==> src/design/pmu_pkg.sv <==
package pmu_pkg;

    localparam int PAGE_BYTES  = 4;
    localparam int PAGE_COUNT  = 64;
    localparam int FRAME_COUNT = 8;
    localparam int VIRT_BYTES  = PAGE_COUNT * PAGE_BYTES;

    localparam int OFF_W   = $clog2(PAGE_BYTES);
    localparam int PAGE_W  = $clog2(PAGE_COUNT);
    localparam int FRAME_W = $clog2(FRAME_COUNT);
    localparam int CNT_W   = OFF_W + 1;
    localparam int SCAN_W  = PAGE_W + 1;
    localparam int PHYS_W  = FRAME_W + OFF_W;
    localparam int BACK_W  = PAGE_W + OFF_W;

    localparam int VA_W    = 16;
    localparam int PID_W   = 8;
    localparam int BYTE_W  = 8;
    localparam int PROT_W  = 3;
    localparam int OWNER_W = 3;
    localparam int REQ_W   = 3;
    localparam int STAT_W  = 3;
    localparam int USE_W   = 16;
    localparam int STAMP_W = 32;
    localparam int PADDR_W = 3;
    localparam int PDATA_W = 32;

    localparam logic [USE_W-1:0] USE_MAX = '1;

    typedef enum logic [REQ_W-1:0] {
        REQ_READ  = 3'd0,
        REQ_WRITE = 3'd1,
        REQ_EXEC  = 3'd2,
        REQ_ATTR  = 3'd3
    } req_t;

    typedef enum logic [STAT_W-1:0] {
        ST_OK         = 3'd0,
        ST_OOB        = 3'd1,
        ST_PID        = 3'd2,
        ST_RD_DENIED  = 3'd3,
        ST_WR_DENIED  = 3'd4,
        ST_EX_DENIED  = 3'd5,
        ST_INVALID    = 3'd6
    } status_t;

    localparam logic [PADDR_W-1:0] REG_MODE = 3'd0;

    typedef enum logic [3:0] {
        S_IDLE,
        S_PT_RD,
        S_PT_CHK,
        S_ATTR_WR,
        S_SCAN,
        S_WB_RD,
        S_WB_WR,
        S_EVICT,
        S_LD_RD,
        S_LD_WR,
        S_LD_FIN,
        S_ACCESS,
        S_DATA,
        S_FINISH
    } state_t;

    typedef struct packed {
        logic [FRAME_W-1:0] frame;
        logic [USE_W-1:0]   uses;
        logic [STAMP_W-1:0] stamp;
        logic [PROT_W-1:0]  perm;
        logic [OWNER_W-1:0] owner;
    } pte_t;

    localparam int PTE_W = $bits(pte_t);

    typedef struct packed {
        logic accept;
        logic pt_rd;
        logic pt_cap;
        logic attr_wr;
        logic scan_clr;
        logic scan_step;
        logic scan_end;
        logic evict;
        logic cnt_clr;
        logic wb_rd;
        logic wb_wr;
        logic ld_wr;
        logic ld_fin;
        logic access;
        logic data_cap;
        logic finish;
    } ctl_t;

    typedef struct packed {
        logic oob;
        logic attr;
        logic resident;
        logic free_ok;
        logic scan_done;
        logic victim_dirty;
        logic copy_done;
        logic need_read;
        logic out_free;
    } sts_t;

endpackage

==> src/design/pmu_ctrl.sv <==
module pmu_ctrl
    import pmu_pkg::*;
(
    input  logic aclk,
    input  logic aresetn,
    input  logic s_valid,
    output logic s_ready,
    input  sts_t sts,
    output ctl_t ctl
);

    state_t state_reg, state_next;

    always_ff @(posedge aclk) begin
        if (!aresetn) begin
            state_reg <= S_IDLE;
        end else begin
            state_reg <= state_next;
        end
    end

    always_comb begin
        state_next = state_reg;
        unique case (state_reg)
            S_IDLE:    if (s_valid) state_next = S_PT_RD;
            S_PT_RD:   state_next = sts.oob ? S_FINISH : S_PT_CHK;
            S_PT_CHK: begin
                priority if (sts.attr)     state_next = S_ATTR_WR;
                else if (sts.resident)     state_next = S_ACCESS;
                else if (sts.free_ok)      state_next = S_LD_RD;
                else                       state_next = S_SCAN;
            end
            S_ATTR_WR: state_next = S_FINISH;
            S_SCAN: begin
                if (sts.scan_done) begin
                    state_next = sts.victim_dirty ? S_WB_RD : S_EVICT;
                end
            end
            S_WB_RD:   state_next = sts.copy_done ? S_EVICT : S_WB_WR;
            S_WB_WR:   state_next = S_WB_RD;
            S_EVICT:   state_next = S_LD_RD;
            S_LD_RD:   state_next = sts.copy_done ? S_LD_FIN : S_LD_WR;
            S_LD_WR:   state_next = S_LD_RD;
            S_LD_FIN:  state_next = S_ACCESS;
            S_ACCESS:  state_next = sts.need_read ? S_DATA : S_FINISH;
            S_DATA:    state_next = S_FINISH;
            S_FINISH:  if (sts.out_free) state_next = S_IDLE;
            default:   state_next = S_IDLE;
        endcase
    end

    always_comb begin
        ctl = '0;
        s_ready = 1'b0;
        unique case (state_reg)
            S_IDLE: begin
                s_ready    = 1'b1;
                ctl.accept = s_valid;
            end
            S_PT_RD:   ctl.pt_rd = 1'b1;
            S_PT_CHK: begin
                ctl.pt_cap   = 1'b1;
                ctl.scan_clr = 1'b1;
                ctl.cnt_clr  = 1'b1;
            end
            S_ATTR_WR: ctl.attr_wr = 1'b1;
            S_SCAN: begin
                ctl.scan_step = 1'b1;
                ctl.scan_end  = sts.scan_done;
                ctl.cnt_clr   = 1'b1;
            end
            S_WB_RD:   ctl.wb_rd = 1'b1;
            S_WB_WR:   ctl.wb_wr = 1'b1;
            S_EVICT: begin
                ctl.evict   = 1'b1;
                ctl.cnt_clr = 1'b1;
            end
            S_LD_WR:   ctl.ld_wr = 1'b1;
            S_LD_FIN:  ctl.ld_fin = 1'b1;
            S_ACCESS:  ctl.access = 1'b1;
            S_DATA:    ctl.data_cap = 1'b1;
            S_FINISH:  ctl.finish = sts.out_free;
            default:   ctl = '0;
        endcase
    end

endmodule

==> config.mk <==
export PLATFORM = sky130hd
export DESIGN_NAME = pmu_ctrl
export DESIGN_NICKNAME = d
export VERILOG_FILES = /design/src/design/pmu_pkg.sv /design/src/design/pmu_ctrl.sv
export SDC_FILE = /design/constraint.sdc
export NUM_CORES = 1
export LEC_CHECK = 0
export ABC_AREA = 1
export CAP_MARGIN = 20
export CORE_AREA = 2 2 39 41
export CTS_CLUSTER_DIAMETER = 200
export DETAILED_ROUTE_END_ITERATION = 8
export DIE_AREA = 0 0 41 43
export DONT_BUFFER_PORTS = 1
export PLACE_DENSITY = 0.54
export SLEW_MARGIN = 0
export SYNTH_ARGS = -nofsm -noshare
export SYNTH_HDL_FRONTEND = slang
export SYNTH_SLANG_ARGS = --single-unit
==> constraint.sdc <==
create_clock -name aclk -period 1.7 [get_ports aclk]
set_clock_uncertainty 0.1 [all_clocks]
set_input_delay 0.34 -clock aclk [delete_from_list [all_inputs] [get_ports aclk]]
set_output_delay 0.34 -clock aclk [all_outputs]
set_load 0.01 [all_outputs]
==> results of run 1 <==
metrics by stage:
stage	instance area (um2)	power, W	util, %	hold WS, ns
6_report	572	0.000870	41.3	0.114
5_1_grt	572	0.000976	41.3	0.128
4_1_cts	559	0.000848	40.4	0.110
3_5_place_dp	537	0.000717	38.8	0.365
3_3_place_gp	537	0.000725	38.8	0.369
2_1_floorplan	487	0.000607	-	0.361
per-layer routing:
metal,up-vias,share of wire [%]
met5,-,0
li1,314,-
met1,247,45
met4,0,0
met3,0,5.3
met2,19,49
worst register-to-register path: cells and delay by family, from the launching register on:
kind            cells  cell delay [ns]
flops               1             0.42
simple gates        5             0.52
compound gates      1             0.11
buf+inv             1             0.16
cells in the final DEF, fill, tap and decap left out, drive strengths merged:
master | synthesis | routed
dfxtp | 4 | 4
nor2 | 26 | 26
nand2 | 28 | 28
nor3 | 3 | 3
nand3 | 10 | 10
nand4 | 1 | 1
clkbuf | 0 | 3
a21oi | 2 | 2
buf | 1 | 5
o21ai | 2 | 2
inv | 24 | 24
path summary, 6_finish.rpt:
check | end | from | slack [ns]
setup / recovery | ctl[6] | state_reg[0]$_SDFFE_PN0P_ | 0.11
hold / removal | state_reg[3]$_SDFFE_PN0P_ | aresetn | 0.11
setup reg to reg | state_reg[2]$_SDFFE_PN0P_ | state_reg[0]$_SDFFE_PN0P_ | 0.31
hold reg to reg | state_reg[3]$_SDFFE_PN0P_ | state_reg[3]$_SDFFE_PN0P_ | 0.48
timing repair:
| action | CTS | global route |
|---|---|---|
| setup endpoints to repair | 0 | 4 |
| hold buffers | 0 | 0 |
| resized for setup | 0 | 6 |
logic make-up (layout without fill, tap and decap cells):
group | count (synthesis) | after routing | share of synthesized area, %
compound gates | 4 | 4 | 4.11
simple gates | 68 | 68 | 59.4
flops | 4 | 4 | 16.5
buf+inv | 25 | 32 | 20.1
report_power, final:
part           leakage [nW]  internal, W  switching, W  total [W]
sequential           0.0337     0.000133     0.0000561   0.000189
clock                0.0138    0.0000791     0.0000404   0.000119
combinational         0.319     0.000179      0.000382   0.000561
total                 0.366     0.000391      0.000479   0.000870
area by class of cell:
cell class	instances	area, um2	area share (%)
Multi-Input combinational cell	72	319	55.8
Inverter	24	90.1	15.8
Sequential cell	4	82.6	14.4
Timing Repair Buffer	5	37.5	6.56
Clock buffer	3	22.5	3.94
Tap cell	16	20.0	3.50
==> flow_summary.ini, run 1 <==
[worst_hold_path]
hold_path_depth = 2
hp-class = input pin to flip-flop

[sta]
grt_setup_unrepaired = false
worst_slew_pin_slew_ns = 0.393
slew_viol_final = 0
fmax_ghz = 0.627
relSlewSlack_pct = 73.6
hold_viol = 0
fin_crit_sh_pct = 93.8
setup_viol = 0
fin_ws_ns = 0.105
setup_tns_ns = 0
min_period_ns = 1.59

[place]
pre_cts_ws_ns = 0.271
dp.final_hpwl_um = 1070
port_buffers = 0
gp_congestion = 0.768
placed_cells = 121

[global_route]
grt_use_total_pct = 17.3
use_met1_pct = 24.7
antenna_found_initial = 0
first_global_vias = 550
grt_use_met2_pct = 24.1
top_usage_layer = met1
grt.met3_usage_pct = 2.09
grt_pass1_wl_um = 2100
grt_max_degree = 7
overflow = 0

[critical_path]
path_delay_family = flip-flops
slowest_delay_ns = 0.42
cp.buffers_inverters = 1
r2r_cells = 7
cp-end-kind = output pin
cp_num_cells = 3
cp_data_required_time_ns = 1.26
crit_type = flip-flop to output pin
cp_slowest_cell = dfxtp_1
crit_chain = nand2_1, nor2_1, buf_4
crit_fanout = 5
arrival_ns = 1.15
cp-start-kind = flip-flop

[synthesis]
synth_top_area_share_pct = 20.8
syn_inst = 101
synth_area_um2 = 487
yosysWarnings = 0
synth_flop_cell = dfxtp_1
seq_area_frac_synth_pct = 16.5
synth.top_cells.by_area = nand2_1, inv_1, nor2_1
yosys-top-cells-count = nand2_1, inv_1, nor2_1
synthesis.area_per_instance_um2 = 4.82
ys_types = 13
synth_top_area_cell = nand2_1
postSynth.asyncResetShare_pct = 0
syn-num-nets = 113
synth.most_common_cell = nand2_1
ys_ff_latch = 4
synth_edf_count = 0

[power]
p_leak_nw = 0.366
power_density_nw_per_um2 = 1520
vdd_drop_max_uv = 530

[layout]
final_layout_size_suffix_gt1_share_pct = 16.7
fin_cells = 124
synthToLayoutAreaGrowth_pct = 17.5
n_antenna_cell = 0
fin_nets = 122
fill_cells = 175
largest_reg_flops = 4

[run]
drv_cap = 0

[cts]
htreeDepth = 1
clock_sinks = 4
clkTransAtPathRegs_ns = 0.04
clk_latency_ns = 0.24
cts-root-buf = clkbuf_4
cts_setup_buffers = 0
cts_tree = built
clock_path_buffers = 2
numCtsBuffers = 3

[drt]
drc = 0
routed_wl_um = 1290
via_per_inst = 4.68
drtPass1Iterations = 4
drt_iter0_drc = 14
dr_total_vias = 580
avgRoutedWirePerCell_um = 10.4
ant_nets = 0

[die]
coreArea_um2 = 1380
die_w_um = 41
die_h_um = 43
io_pins = 29
start_util_pct = 35.2
row_count = 14
die_area_um2 = 1760

[outcome]
outcome = finished, final reports clean
Power figures use the tool's default switching activity.
==> inputs of run 2 (changes only) <==
--- a/constraint.sdc
+++ b/constraint.sdc
@@ -3,3 +3,3 @@
 set_input_delay 0.34 -clock aclk [delete_from_list [all_inputs] [get_ports aclk]]
 set_output_delay 0.34 -clock aclk [all_outputs]
-set_load 0.01 [all_outputs]
+set_load 0.1 [all_outputs]
==> run 2 against run 1 <==
  * The run now ends with setup timing left
  * Wire length increased by 22%
  * Combinational power increased to 3.2 times the previous value
  * Sequential power increased by 16%
  * Critical path depth increased by 2
  * Final area increased by 77%
  * Critical path type unchanged
  * Largest cell class unchanged
==> flow_summary.ini, run 2 (same netlist as run 1, synthesis figures left out) <==
[die]
io_pins = 29
start_util_pct = 35.2
die_w_um = 41
die_h_um = 43
row_count = 14
coreArea_um2 = 1380
die_area_um2 = 1760

[sta]
worst_slew_pin_slew_ns = 0.228
fin_crit_sh_pct = 101
min_period_ns = 1.71
fmax_ghz = 0.584
relSlewSlack_pct = 84.7
setup_tns_ns = -0.0138
hold_viol = 0
slew_viol_final = 0
fin_ws_ns = -0.0138
grt_setup_unrepaired = true
hold_ws_ns = 0.126
setup_viol = 1

[drt]
wl_met3_um = 64
route.top_layer_used = met3
avgRoutedWirePerCell_um = 11.4
m1WireLength_um = 644
wl_met2_um = 870
via_per_inst = 5.01
dr_total_vias = 697
drc = 0
ant_nets = 0
drt_iter0_drc = 15
drtPass1Iterations = 4
routed_wl_um = 1580

[critical_path]
r2r_start = state_reg[3]$_SDFFE_PN0P_
cp_data_required_time_ns = 1.26
crit_fanout = 4
regToRegEndpoint = state_reg[3]$_SDFFE_PN0P_
cp-end-kind = output pin
arrival_ns = 1.27
crit_type = flip-flop to output pin
r2r_setup_slack_ns = 0.17
r2r_cells = 10
cp-start-kind = flip-flop

[cts]
clock_sinks = 4
clock_path_buffers = 2
cts-root-buf = clkbuf_4
htreeDepth = 1
clk_latency_ns = 0.23
numCtsBuffers = 3
clkTransAtPathRegs_ns = 0.03
cts_tree = built

[layout]
n_antenna_cell = 0
fin_nets = 137
final_cell_mix = inv_1, nand2_1, buf_12, nor2_4, nor2_1
largest_reg_flops = 4
synthToLayoutAreaGrowth_pct = 107
fin_cells = 139
final_layout_size_suffix_gt1_share_pct = 48.8

[outcome]
violations = setup timing
outcome = finished, violations left

[global_route]
grt_use_total_pct = 20.5
grt_pass1_wl_um = 2490
first_global_vias = 607
grt_max_degree = 7
overflow = 0
antenna_found_initial = 0

[power]
vdd_drop_max_uv = 1700
power_density_nw_per_um2 = 2090
power_w = 0.00211
p_leak_nw = 0.500

[place]
dp.final_hpwl_um = 1300
placed_cells = 134
port_buffers = 0
gp_congestion = 0.863

[worst_hold_path]
hold_path_depth = 2
holdCritStartpoint = aresetn
hp-class = input pin to flip-flop
hold_end = state_reg[3]$_SDFFE_PN0P_

[run]
drv_cap = 0
-- run 2: area by class of cell --
type | count | area, um2
multi-input cells | 72 | 442
fillers | 103 | 374
repair buffers | 20 | 337
inverters | 24 | 96.3
flip-flops and latches | 4 | 92.6
clock buffers | 3 | 22.5
well taps | 16 | 20.0
-- run 2: worst max-delay path by stage --
stage | to | cells past startpoint | slack, ns | startpoint
2_1_floorplan | ctl[7] | 5 | -0.20 | state_reg[2]$_SDFFE_PN0P_
3_3_place_gp | ctl[12] | 5 | 0.20 | state_reg[0]$_SDFFE_PN0P_
3_5_place_dp | ctl[12] | 5 | 0.19 | state_reg[0]$_SDFFE_PN0P_
4_1_cts | ctl[11] | 4 | -0.03 | state_reg[3]$_SDFFE_PN0P_
5_1_grt | ctl[9] | 5 | -0.09 | state_reg[2]$_SDFFE_PN0P_
6_report | ctl[9] | 5 | -0.01 | state_reg[2]$_SDFFE_PN0P_
-- run 2: critical path, cell delays in order, from the launching register on --
cell and delay (ns):
dfxtp_2 0.37, inv_1 0.07, nor2_1 0.19, nand2_2 0.12, nor2_4 0.11, buf_12 0.18
-- run 2: where the power goes --
group          internal, W  leakage (nW)  switching [W]
clock            0.0000786        0.0138      0.0000337
sequential        0.000146        0.0353      0.0000734
combinational     0.000561         0.451        0.00122
total             0.000786         0.500        0.00133
-- run 2: metal layers --
metal  vias up  GRT usage, %
li1        348             -
met1       329          25.5
met2        20          32.8
met3         0          3.66
met4         0          8.67
met5         -             0
-- run 2: timing repair --
item                                    4_1_cts  5_1_grt
gates resized for setup                      14       12
endpoints found under the setup margin       11       11
setup buffers                                 1        1
pin swaps                                     3        5
hold buffers                                  0        0
-- run 2: per-stage QoR --
stage                     cell area (um2)  util, %  setup WS [ns]
after floorplan                       606        -         -0.202
after global placement                903     65.3          0.200
after detailed placement              903     65.3          0.185
after CTS                             972     70.3        -0.0347
after global routing                 1010     73.0        -0.0917
final                                1010     73.0        -0.0138
